--- config.mk ---
export PLATFORM = sky130hd
export DESIGN_NAME = stkv_cell
export DESIGN_NICKNAME = d
export VERILOG_FILES = /design/src/rtl/core/stkv_pkg.sv /design/src/rtl/core/stkv_cell.sv
export SDC_FILE = /design/constraint.sdc
export NUM_CORES = 1
export LEC_CHECK = 0
export ABC_AREA = 0
export BUFFER_PORTS_ARGS = -buffer_cell sky130_fd_sc_hd__buf_2
export CAP_MARGIN = 20
export CORE_AREA = 2 2 120 122
export DETAILED_ROUTE_END_ITERATION = 10
export DIE_AREA = 0 0 122 124
export GPL_TIMING_DRIVEN = 0
export PLACE_DENSITY = 0.65
export SLEW_MARGIN = 15
export SYNTH_ARGS = -nofsm -noshare
export SYNTH_HDL_FRONTEND = slang
export SYNTH_SLANG_ARGS = --single-unit
--- constraint.sdc ---
create_clock -name clk -period 2.98 [get_ports clk]
set_input_delay 0.298 -clock clk [delete_from_list [all_inputs] [get_ports clk]]
set_output_delay 0.298 -clock clk [all_outputs]
set_load 0.005 [all_outputs]
--- src/rtl/core/stkv_pkg.sv ---
package stkv_pkg;

    localparam int KEY_BITS = 24;

    // operation codes
    localparam logic [1:0] OP_LOOKUP = 2'd0;
    localparam logic [1:0] OP_SET    = 2'd1;
    localparam logic [1:0] OP_REMOVE = 2'd2;
    localparam logic [1:0] OP_READ   = 2'd3;

    // result status codes
    localparam logic [2:0] ST_OK      = 3'd0;
    localparam logic [2:0] ST_MISSING = 3'd1;
    localparam logic [2:0] ST_TYPE    = 3'd2;
    localparam logic [2:0] ST_FULL    = 3'd3;
    localparam logic [2:0] ST_RANGE   = 3'd4;

    // cell actions at commit
    localparam logic [1:0] ACT_NONE   = 2'd0;
    localparam logic [1:0] ACT_UPDATE = 2'd1;
    localparam logic [1:0] ACT_INSERT = 2'd2;
    localparam logic [1:0] ACT_REMOVE = 2'd3;

    typedef struct packed {
        logic [1:0]          operation;
        logic [KEY_BITS-1:0] key;
        logic [6:0]          position;
        logic [1:0]          value_type;
        logic [31:0]         value;
    } req_item_t;

    typedef struct packed {
        logic        found;
        logic [31:0] read_value;
        logic [1:0]  stored_type;
        logic [6:0]  entry_total;
        logic [2:0]  status;
    } rsp_item_t;

    typedef struct packed {
        logic [KEY_BITS-1:0] key;
        logic [1:0]          vtype;
        logic [31:0]         value;
    } entry_t;

    typedef struct packed {
        logic [1:0]          act;
        logic [KEY_BITS-1:0] key;
        logic [1:0]          vtype;
        logic [31:0]         value;
    } cell_cmd_t;

endpackage

--- src/rtl/core/stkv_cell.sv ---
module stkv_cell
    import stkv_pkg::*;
#(
    parameter int TABLE_DEPTH = 64,
    parameter int IDX         = 0
)
(
    input  logic                               clk,
    input  logic                               capture,
    input  req_item_t                          req,
    input  logic [$clog2(TABLE_DEPTH+1)-1:0]   count,
    input  cell_cmd_t                          cmd,
    input  entry_t                             left,
    input  logic                               left_ins,
    input  entry_t                             right,
    output entry_t                             entry,
    output logic                               ins,
    output logic                               hit
);

    localparam int CW = $clog2(TABLE_DEPTH + 1);

    entry_t entry_reg;
    entry_t entry_next;
    logic   eq_reg;
    logic   gt_reg;
    logic   hit_reg;
    logic   live;
    logic   eq_now;
    logic   pos_match;

    assign live      = CW'(IDX) < count;
    assign eq_now    = live && (entry_reg.key == req.key);
    assign pos_match = live && (int'(req.position) == IDX + 1);

    // compare flags are taken when an item enters and hold until commit
    always_ff @(posedge clk)
    begin
        if (capture)
        begin
            eq_reg  <= eq_now;
            gt_reg  <= live && (entry_reg.key > req.key);
            hit_reg <= (req.operation == OP_READ) ? pos_match : eq_now;
        end
        entry_reg <= entry_next;
    end

    // this cell is at or after the insert slot
    assign ins = gt_reg || (count == CW'(IDX));

    always_comb
    begin
        entry_next = entry_reg;
        case (cmd.act)
            ACT_UPDATE:
            begin
                if (hit_reg)
                begin
                    entry_next.vtype = cmd.vtype;
                    entry_next.value = cmd.value;
                end
            end
            ACT_INSERT:
            begin
                if (left_ins)
                begin
                    entry_next = left;
                end
                else if (ins)
                begin
                    entry_next.key   = cmd.key;
                    entry_next.vtype = cmd.vtype;
                    entry_next.value = cmd.value;
                end
            end
            ACT_REMOVE:
            begin
                if (eq_reg || gt_reg)
                begin
                    entry_next = right;
                end
            end
            default:
            begin
                entry_next = entry_reg;
            end
        endcase
    end

    assign entry = entry_reg;
    assign hit   = hit_reg;

endmodule

# Yosys cells after proc, flatten, opt, wreduce, memory -nomap -nowiden
# Cells that the tools add are included.
# classes
order_cmp,2
n_eq_ne,9
n_mux,7
reduce_logical,10
# op_table
operator,n
58-bit 2-to-1 mux,3
34-bit one-hot mux with 3 select lines,1
24-bit one-hot mux with 2 select lines,1
34-bit 2-to-1 mux,1
24-bit == test,1
24-bit greater-than comparator,1
"7-bit by 2-bit == test with 1-bit output, second input constant",1
7-bit logical NOT,1
"1-bit by 7-bit less-than comparator with 1-bit output, first input constant",1
"2-bit == test, second input constant",3
"2-bit != test, second input constant",2
4-bit AND reduction,1
1-bit logical AND,3
"3-bit != test, second input constant",1
3-bit AND reduction,1
3-bit nonzero test,1
"2-bit by 1-bit == test with 1-bit output, second input constant",1
1-bit logical OR,2
2-bit nonzero test,1
1-bit 2-to-1 mux,1
# word_totals
reg_bits,61
inputBits,253
output_inout_bits,60
wordCells,34

# Depth between registers and ports, before layout
# Gate-level depths: netlist of the first run.
# depth
ltp_word,5
mapped_depth,7
ltp_nobuf,7

# Worst setup path after synthesis of the first run
# No wires, ideal clock.
# synth_path
path_kind,input to register
from,input count[4]
to,"register entry_reg, in the netlist entry[0] (enable)"
setup_ns,0.403
t_arrival_ns,2.204
required_time_ns,2.577
path_slack_ns,0.373
stages,5
n_path_buf,0
path_cell_list,or4_4 > nor4_4 > or2_2 > nor4b_2 > a21oi_2
# synth_via
elab_chain_len,4
# synth_rtl
element,line_no,rtl
from (decl),stkv_cell.sv:11,"input logic [$clog2(TABLE_DEPTH+1)-1:0] count,"
7-bit logical NOT,stkv_cell.sv:49,assign ins = gt_reg || (count == CW'(IDX));
1-bit logical OR,stkv_cell.sv:49,
net ins,stkv_cell.sv:17,"output logic ins,"
3-bit != test (no source line),--,
4-bit AND reduction (no source line),--,
to (signal assigned),stkv_cell.sv:45,entry_reg <= entry_next;
to (decl),stkv_cell.sv:23,entry_t entry_reg;
# The timed path passes the listed nets, and every way through them passes these cells.
# A chain may end at the register's enable or synchronous reset.

# Final worst setup path of the first run
# layout_path
from,"register entry_reg, in the netlist entry[56]"
to,register hit_reg (netlist: hit) (data pin)
# layout_via
elab_chain_len,3
# layout_rtl
element,line_no,rtl
24-bit == test,stkv_cell.sv:33,assign eq_now = live && (entry_reg.key == req.key);
1-bit logical AND,stkv_cell.sv:33,
1-bit 2-to-1 mux,stkv_cell.sv:43,hit_reg <= (req.operation == OP_READ) ? pos_match : eq_now;
to (signal assigned),stkv_cell.sv:43,
to (decl),stkv_cell.sv:27,logic hit_reg;
# Every way passes these cells.

==> run metrics, run 1 <==
Nets=898; TritonRoute pass-1 iters=4; pre-CTS WS=0.523 ns; Initial Util=27.2%; top cell type's share of synthesized area=49.0%; CTS resizes=0; Post-Synthesis Cells=332; clock-pin slew on the worst setup and hold paths=0.05 ns; maximum clock rate=447 MHz; Final Routed Wirelength=13.8 mm; syn_area_per_cell=11.2 sq um; Comb pwr share=21.1%; initial antenna violation count=2; Max IR drop VDD=0.222 mV; clock buffer depth=2; Net Sw Power=677 uW; layout cells sized above 1=49.0%; FF-to-FF path depth=6; Max Transition Viols Final=0; Die X=122 um; max-cap violation count=0; Tot Pwr=2.64 mW; FF+latch count, synth=61; post-route antenna net violation count=0; area leader, netlist=edfxtp_1; Final Wtd Congestion=0.878; number of global-route vias before repair=4036; status=completed; HP Class=input pin to register; clock share of power=38.1%; latest clock arrival within the worst-skew pair=0.33 ns; Post CTS Setup Buffer Count=0; core region area=13700 sq um; Pwr Density=467 nW/um^2; CTS Hold Bufs=0; final core occ=41.3%; I/O Buffers=277; GRT overflow=0; synth top area cells=edfxtp_1 49%, a22o_1 16%, ha_1 8.0%; Avg WL per Cell=17.1 um; Hold Violations, Final=0; row count=43; first-pass GRT wire length=19.8 mm; Area after DPL=5380 sq um; Detailed Route Iter0 Violations=177; Final Setup Violations=0; critical path arrival=2.42 ns; max reg flops=58; largest net degree at the start of global routing=26; GRT Util Overall=17.5%; P_leak=2.76 nW; Buf/Inv on CP=0; DRC Markers=0; Die Height=124 um; GRT Max-Usage Layer=met2; Cell variety after synth=37; Clock Sinks=61; Seq/Total Area, Yosys=49.0%; setup TNS=0 ns; commonest cells after routing, fill and taps aside=283 x buf_2, 67 x a22o_1, 61 x edfxtp_1; unrepaired setup endpoints after global routing=no; CTS Buf Count=9; hpwl dp=11.6 mm; Slew Limit Headroom=50.9%; I/O pins=313; Crit Path Category=register to register; critical path data required time=3.16 ns; most common cell after layout, fill and taps aside=buf_2; fillers=1384; crit end category=register; Via-to-Cell Ratio=4.84; CTS tree=yes; critical path's slowest cell=nor4_2; hold depth=1; Synth Warn #=0; CP max stage delay=0.50 ns; Post-Layout Inst Area=5660 sq um; H-tree depth=3; worst setup margin=0.744 ns; startpoint types=register; Critical Path, Cell by Cell=ha_1, nand4_1, nor4_2, nand3_1, a21o_1, a21oi_1; crit path time final=2.24 ns; sequential share of power=40.9%; Min Hold Slack=0.203 ns; Slew @ Worst Pin=0.735 ns; routing usage on met1=17.7%; Crit path depth=6; Syn-to-layout area delta=51.6%; Max Clock Skew=0.00200 ns; met2 Use GR=33.6%; met3 usage=4.44%; CP delay by family, top=simple AND/OR/NAND/NOR gates; Final Non-Filler Cells=806; Switching Fraction=25.6%; Vias=3905; Pint=1.97 mW; die area=15100 sq um; Post-Syn Area=3730 sq um; clk root buf=clkbuf_16; number of instances in the placed design=790; Syn Nets=609; Worst Path Max Fanout=3; Final Cycle Share=75.0%
-- synthesized netlist by cell type --
master	number
nand2_1	31
edfxtp_1	61
o21ai_0	26
mux2i_1	24
nor4_2	1
a21oi_1	10
nor2b_1	2
a21o_1	1
o211ai_1	1
nor3_1	1
nand4_1	6
nand3_1	6
nor2_1	3
a211oi_1	1
nor2_2	1
o311ai_0	1
nor4b_2	1
and2_1	1
inv_1	27
a31oi_1	2
a22o_1	67
or4_4	1
a21oi_2	1
a22oi_1	1
nand3b_1	1
buf_4	2
or2_2	1
nor4_4	1
clkbuf_1	14
o21ai_1	1
ha_1	24
o31ai_1	1
buf_1	1
buf_2	6
nor4_1	1
a21boi_0	1
nor3b_1	1
-- power by group through the flow --
stage	Combinational, mW	Clock [mW]	Sequential [mW]
3_3_place_gp	0.538	0	1.10
5_1_grt	0.621	1.06	1.09
2_1_floorplan	0.243	0	1.10
4_1_cts	0.563	1.03	1.08
6_report	0.557	1.01	1.08
3_5_place_dp	0.561	0	1.10
-- cell families after synthesis --
family | count (synthesis) | share of synthesized area (%)
flip-flops | 61 | 49.0
AO/OA/AOI/OAI | 114 | 22.7
buffers and inverters | 50 | 5.43
multiplexers | 24 | 6.43
AND/OR/NAND/NOR | 59 | 8.38
adder cells (fa/ha/maj) | 24 | 8.04
-- final timing paths --
| kind | endpoint | slack (ns) | from |
|---|---|---|---|
| hold / removal | eq_reg | 0.20 | capture |
| setup / recovery | hit | 0.74 | entry[56] |
| hold reg to reg | entry[19] | 0.87 | hit |
| setup reg to reg | hit | 0.74 | entry[56] |
-- per-layer routing --
layer  vias to the layer above  wire length, um
met2                       231             7090
met1                      1784             5120
met5                         -                0
met3                        26             1210
li1                       1864                -
met4                         0              365
-- final cells by class --
type,count,area [sq um],share of cell area [%]
clock buffers,9,225,3.98
flip-flops and latches,61,1830,32.4
repair buffers,278,1410,24.8
well taps,180,225,3.98
multi-input cells,221,1710,30.3
diodes,1,2.50,0.0442
clock inverters,6,55.1,0.972
plain buffers,23,101,1.79
inverters,27,101,1.79
Note: power is estimated with default switching activity, not from simulation.
==> run 2: changes to the inputs <==
--- a/config.mk
+++ b/config.mk
@@ -5,14 +5,14 @@
 export SDC_FILE = /design/constraint.sdc
 export NUM_CORES = 1
 export LEC_CHECK = 0
-export ABC_AREA = 0
+export ABC_AREA = 1
 export BUFFER_PORTS_ARGS = -buffer_cell sky130_fd_sc_hd__buf_2
 export CAP_MARGIN = 20
-export CORE_AREA = 2 2 120 122
+export CORE_AREA = 2 2 123 125
 export DETAILED_ROUTE_END_ITERATION = 10
-export DIE_AREA = 0 0 122 124
+export DIE_AREA = 0 0 125 127
 export GPL_TIMING_DRIVEN = 0
-export PLACE_DENSITY = 0.65
+export PLACE_DENSITY = 0.64
 export SLEW_MARGIN = 15
 export SYNTH_ARGS = -nofsm -noshare
 export SYNTH_HDL_FRONTEND = slang
==> constraint.sdc (replaced) <==
create_clock -name clk -period 2.25 [get_ports clk]
set_input_delay 0.225 -clock clk [delete_from_list [all_inputs] [get_ports clk]]
set_output_delay 0.225 -clock clk [all_outputs]
set_load 0.005 [all_outputs]
==> run 2 against run 1 <==
Via count is 18% higher. Worst hold slack got worse by 0.064 ns. Critical path depth did not move. Synthesized area is 7.0% higher. Flip-flop and latch count unchanged. Critical path type is now input pin to register. Highest routed layer unchanged.
==> run metrics, run 2 <==
status=completed; P_leak=2.93 nW (+6.0%); Post-Synth Simple-Gate Area=23.5% (+15 points); synth top area cells=edfxtp_1 46%, nand2_1 15%, ha_1 7.5%; Die Height=127 um (+2.4%); Avg WL per Cell=15.5 um (-9.3%); Post-synth EDFFs=61 (unchanged); top cell type's share of synthesized area=45.8% (-3.2 points); Syn-to-layout area delta=46.6%; CP max stage delay=0.71 ns (+0.21 ns); area leader, netlist=edfxtp_1; Max Transition Viols Final=0 (unchanged); Syn Nets=776 (+27%); layout cells sized above 1=39.4% (-9.6 points); reg-to-reg startpoint=entry[57]; initial antenna violation count=0 (-2); Pint=2.47 mW (+25%); Hold Violations, Final=0 (unchanged); FF+latch count, synth=61 (unchanged); Switching Fraction=27.5% (+1.9 points); crit end category=register; Net Sw Power=935 uW (+38%); number of instances in the placed design=960 (+22%); Comb pwr share=22.4% (+1.3 points); CTS resizes=0 (unchanged); CTS Hold Bufs=0 (unchanged); Post-synth top cells=157 x nand2_1, 66 x nor2_1, 61 x edfxtp_1; Initial Util=27.7% (+0.49 points); Top cell by count, worst path=nand4_1; fillers=1542 (+11%); Seq/Total Area, Yosys=45.8% (-3.2 points); Max Clock Skew=0.00860 ns (+0.00660 ns); I/O pins=313 (unchanged); min-delay src=capture; TritonRoute pass-1 iters=4 (unchanged); unrepaired setup endpoints after global routing=no; Slew Limit Headroom=33.9% (-17 points); Synth Warn #=0 (unchanged); sequential share of power=42.3% (+1.4 points); startpoint types=input pin; Post-Synthesis Cells=499 (+50%); Vias=4594 (+18%); I/O Buffers=277 (unchanged); number of global-route vias before repair=4363 (+8.1%); max-cap violation count=0 (unchanged); proportion of synthesized area in mux cells=0% (-6.4 points); GRT overflow=0 (unchanged); critical path data required time=2.20 ns (-0.96 ns); hpwl dp=12.1 mm (+3.5%); Max IR drop VDD=0.287 mV (+29%); Critical Path, Cell by Cell=buf_2, nor2_1, nand4_1, nand4_1, nand2_1, inv_1; Die X=125 um (+2.5%); clock share of power=35.4% (-2.7 points); die area=15900 sq um (+4.9%); core region area=14400 sq um (+5.1%); max reg flops=58 (unchanged); GRT Util Overall=18.5% (+1.0 points); CTS tree=yes; Cell variety after synth=22 (-41%); critical path's slowest cell=inv_1; Final Non-Filler Cells=974 (+21%); Post CTS Setup Buffer Count=0 (unchanged); Nets=1064 (+18%); HP Class=input pin to register; most frequent cell after synthesis=nand2_1; xor-xnor portion of the synthesized cell area=0% (unchanged); first-pass GRT wire length=22.8 mm (+15%); H-tree depth=3 (unchanged); largest net degree at the start of global routing=35 (+35%); pre-CTS WS=-0.0673 ns (-0.590 ns); clk root buf=clkbuf_16; Final Wtd Congestion=0.892 (+1.5%); ys async rst share=0% (unchanged); Clock Sinks=61 (unchanged); most common cell after layout, fill and taps aside=buf_2; largest family of logic cells by synthesized area=simple AND/OR/NAND/NOR gates; Synth Area in Compound Gates=16.1% (-6.6 points); critical path arrival=1.82 ns (-0.60 ns); syn_area_per_cell=8.01 sq um (-29%); commonest cells after routing, fill and taps aside=293 x buf_2, 157 x nand2_1, 66 x nor2_1; Final Routed Wirelength=15.1 mm (+9.6%); Worst Path Max Fanout=24 (+21); clock buffer depth=2 (unchanged); diode count=0 (-1); Pwr Density=580 nW/um^2 (+24%); Post-Syn Area=4000 sq um (+7.0%); Final Setup Violations=0 (unchanged); Slew @ Worst Pin=0.991 ns (+0.256 ns); Synth Area in Adders=7.51% (-0.53 points); crit path time final=1.87 ns; DRC Markers=0 (unchanged); maximum clock rate=534 MHz; post-route antenna net violation count=0 (unchanged); Via-to-Cell Ratio=4.72 (-2.6%); CP startpoint=count[1]; Final Cycle Share=83.2%; Crit Path Category=input pin to register; CTS Buf Count=9 (unchanged); worst setup margin=0.378 ns (-0.366 ns); row count=44 (+2.3%); Detailed Route Iter0 Violations=279 (+58%); Most used DFF post-synth=edfxtp_1; latest clock arrival within the worst-skew pair=0.33 ns (about the same); clock-pin slew on the worst setup and hold paths=0.05 ns (about the same)
## run 2: cell types whose count changed after synthesis, sizes merged, moves of 3 or more
cell	change
buf	+7
nor3	+3
mux2i	-24
o21ai	+7
clkbuf	-3
a22o	-67
a31oi	+22
o211ai	+33
nand2	+127
nand4	-3
inv	+16
nor2	+63
## run 2: final timing paths
path                            cells past startpoint   endpoint  slack (ns)
worst min register to register                      5     gt_reg        0.94
worst max register to register                      8     gt_reg        0.38
worst max-delay path                                6  entry[39]        0.38
worst min-delay path                                1        hit        0.14
## run 2: worst max-delay path, delay by kind of cell
kind,cells,cell delay (ns)
buffers and inverters,2,0.83
AND/OR/NAND/NOR,4,0.75
## run 2: layout make-up
class / instances / area, sq um / share of cell area (%)
multi-input combinational: 368 / 1880 / 32.1
sequential: 61 / 1830 / 31.3
timing repair buffer: 277 / 1390 / 23.7
tap: 184 / 230 / 3.93
clock buffer: 10 / 229 / 3.91
inverter: 43 / 161 / 2.75
buffer: 27 / 121 / 2.07
clock inverter: 4 / 17.5 / 0.299
## run 2: layer usage
metal  GRT usage (%)  vias to the layer above  part of all wire (%)
met5               0                        -                     0
met4            6.60                        0                   2.4
met3            5.03                       28                   7.3
met2            30.9                      200                    48
met1            23.2                     2083                    43
li1                -                     2283                     -
## run 2: cells by family (layout without fill, tap and decap cells)
group | Yosys count | in the layout
flops | 61 | 61
compound gates | 104 | 104
buf+inv | 70 | 361
fa+ha+maj | 24 | 24
simple gates | 240 | 240
## run 2: through the flow
step | setup TNS [ns] | instance area (sq um) | power (mW) | util (%) | hold slack [ns]
5_1_grt | 0 | 5860 | 3.58 | 40.6 | 0.126
3_5_place_dp | -1.54 | 5610 | 2.23 | 38.9 | 0.473
4_1_cts | 0 | 5860 | 3.45 | 40.6 | 0.122
2_1_floorplan | 0 | 4000 | 1.80 | - | 0.337
6_report | 0 | 5860 | 3.40 | 40.6 | 0.139
3_3_place_gp | -14.45 | 5610 | 2.22 | 38.9 | 0.472
## run 2: power by group through the flow
stage                     sequential [mW]  clock [mW]  combinational, mW
final                                1.44        1.20              0.761
after global routing                 1.45        1.28              0.858
after CTS                            1.44        1.24              0.767
after detailed placement             1.46           0              0.765
after global placement               1.46           0              0.758
after floorplan                      1.47           0              0.332
==> run 3: changes to the inputs <==
--- a/config.mk
+++ b/config.mk
@@ -8,11 +8,11 @@
 export ABC_AREA = 1
 export BUFFER_PORTS_ARGS = -buffer_cell sky130_fd_sc_hd__buf_2
 export CAP_MARGIN = 20
-export CORE_AREA = 2 2 123 125
+export CORE_AREA = 2 2 122 124
 export DETAILED_ROUTE_END_ITERATION = 10
-export DIE_AREA = 0 0 125 127
+export DIE_AREA = 0 0 124 126
 export GPL_TIMING_DRIVEN = 0
-export PLACE_DENSITY = 0.64
+export PLACE_DENSITY = 0.67
 export SLEW_MARGIN = 15
 export SYNTH_ARGS = -nofsm -noshare
 export SYNTH_HDL_FRONTEND = slang
==> constraint.sdc (replaced) <==
create_clock -name clk -period 1.5 [get_ports clk]
set_input_delay 0.15 -clock clk [delete_from_list [all_inputs] [get_ports clk]]
set_output_delay 0.15 -clock clk [all_outputs]
set_load 0.005 [all_outputs]
==> run 3 against run 2 <==
The flow now finishes with violations (setup timing). Clock-buffer cell count down 1. Worst hold slack lost 0.067 ns. Utilization grew 2.3 points. Die area is 1.6% lower. Wire length increased by 4.3%. Combinational power increased by 67%. Critical path type is now register to register. Largest power group unchanged.
==> run metrics, run 3 (synthesized netlist as in run 2, its figures left out) <==
Worst Path Max Fanout=2 (-92%); Pint=3.94 mW (+60%); critical path data required time=1.59 ns (-0.61 ns); Final Cycle Share=111%; H-tree depth=3 (unchanged); crit end category=register; CTS Buf Count=9 (unchanged); R2R Setup Slk=-0.17 ns (-0.55 ns); end of the worst hold path=hit; hpwl dp=12.1 mm (+0.40%); final core occ=42.9% (+2.3 points); Final Setup Violations=3 (+3); post-route antenna net violation count=0 (unchanged); Initial Util=27.9% (+0.21 points); Pwr Density=882 nW/um^2 (+52%); FF-to-FF path depth=10 (+2); I/O Buffers=277 (unchanged); DRC Markers=0 (unchanged); row count=44 (unchanged); core region area=14300 sq um (-0.76%); worst setup margin=-0.172 ns (-0.550 ns); HP Class=input pin to register; max-cap violation count=0 (unchanged); commonest cells after routing, fill and taps aside=291 x buf_2, 153 x nand2_1, 62 x nor2_1; Hold Violations, Final=0 (unchanged); Clock Sinks=61 (unchanged); Die Height=126 um (-0.79%); max reg flops=58 (unchanged); Final Routed Wirelength=15.8 mm (+4.3%); crit path time final=1.67 ns; Via-to-Cell Ratio=4.69 (-0.57%); latest clock arrival within the worst-skew pair=0.33 ns (about the same); Avg WL per Cell=15.9 um (+2.7%); Min Hold Slack=0.0728 ns (-0.0666 ns); sequential share of power=39.7% (-2.6 points); unrepaired setup endpoints after global routing=yes; clock buffer depth=2 (unchanged); first-pass GRT wire length=23.5 mm (+3.3%); Slew Limit Headroom=53.9% (+20 points); Max Clock Skew=0.00373 ns (-0.00487 ns); hold depth=1 (unchanged); TritonRoute pass-1 iters=5 (+1); CTS tree=yes; most common cell after layout, fill and taps aside=buf_2; layout cells sized above 1=42.6% (+3.2 points); critical path arrival=1.76 ns (-0.06 ns); clock share of power=36.9% (+1.5 points); violated checks=setup timing; Syn-to-layout area delta=53.8%; number of global-route vias before repair=4500 (+3.1%); Slew @ Worst Pin=0.692 ns (-0.299 ns); reg-to-reg endpoint=gt_reg; GRT Util Overall=20.2% (+1.7 points); Comb pwr share=23.5% (+1.1 points); Die X=124 um (-0.80%); largest net degree at the start of global routing=18 (-49%); clock-pin slew on the worst setup and hold paths=0.05 ns (about the same); Detailed Route Iter0 Violations=258 (-7.5%); Vias=4638 (+0.96%); Final Wtd Congestion=0.855 (-4.1%); fillers=1500 (-2.7%); Max IR drop VDD=0.373 mV (+30%); Net Sw Power=1.48 mW (+59%); clk root buf=clkbuf_16; Nets=1077 (+1.2%); P_leak=3.03 nW (+3.5%); die area=15600 sq um (-1.6%); initial antenna violation count=0 (unchanged); I/O pins=313 (unchanged); reg-to-reg startpoint=entry[53]; Max Transition Viols Final=0 (unchanged); diode count=0 (unchanged); Switching Fraction=27.4% (-0.11 points); GRT overflow=0 (unchanged); startpoint types=register; min-delay src=capture; maximum clock rate=598 MHz; status=finished with violations; Crit Path Category=register to register
[run 3: metrics by stage]
step	std cells	power [mW]	cell area (sq um)	setup TNS, ns	worst slack, ns
3_5_place_dp	960	3.36	5640	-30.92	-0.616
5_1_grt	989	5.73	6150	-0.606	-0.255
4_1_cts	985	5.44	6030	-0.462	-0.230
3_3_place_gp	960	3.35	5640	-31.17	-0.635
6_report	989	5.42	6150	-0.295	-0.172
2_1_floorplan	499	2.71	4030	-0.636	-0.0443
[run 3: critical path, stage by stage (launching register included)]
cell and delay (ns):
edfxtp_1 0.38, ha_1 0.32, nand2_1 0.13, nor2_4 0.06
nand2_2 0.10, buf_6 0.10, nor2_2 0.02, nand2_1 0.06
nand2_1 0.06, nor2_2 0.12, a21oi_2 0.06
[run 3: cell type report]
type	instances	area, sq um	area share (%)
multi-input combinational	368	1990	32.3
sequential	61	1830	29.8
timing repair buffer	288	1500	24.4
tap	184	230	3.75
clock buffer	9	225	3.66
inverter	43	171	2.79
buffer	27	134	2.18
clock inverter	7	56.3	0.916
timing repair inverter	2	15.0	0.244
[run 3: how the worst max path moves through the flow]
| stage | startpoint | endpoint | slack (ns) | cells past startpoint |
|---|---|---|---|---|
| detailed placement | cmd[59] | entry[21] | -0.62 | 6 |
| CTS | entry[51] | gt_reg | -0.23 | 8 |
| floorplan | entry[57] | gt_reg | -0.04 | 8 |
| global placement | cmd[59] | entry[23] | -0.63 | 6 |
| finish | entry[53] | gt_reg | -0.17 | 10 |
| global route | entry[49] | gt_reg | -0.25 | 8 |
[run 3: layer usage]
layer | track usage, % | wire length [um]
met3 | 3.99 | 1110
met5 | 0 | 0
met1 | 25.9 | 6620
met4 | 8.59 | 434
met2 | 33.1 | 7610
[run 3: timing repair]
item | in CTS | in global routing
buffers inserted | 7 | 4
hold buffers | 0 | 0
endpoints found under the setup margin | 61 | 59
gates cloned | 2 | 0
pin swaps | 4 | 10
gates resized for setup | 7 | 14
[run 3: power by group through the flow]
stage | clock (mW) | combinational, mW | sequential, mW
global route | 2.14 | 1.43 | 2.17
floorplan | 0 | 0.509 | 2.20
detailed placement | 0 | 1.18 | 2.19
CTS | 2.05 | 1.24 | 2.15
global placement | 0 | 1.16 | 2.18
finish | 2.00 | 1.27 | 2.15
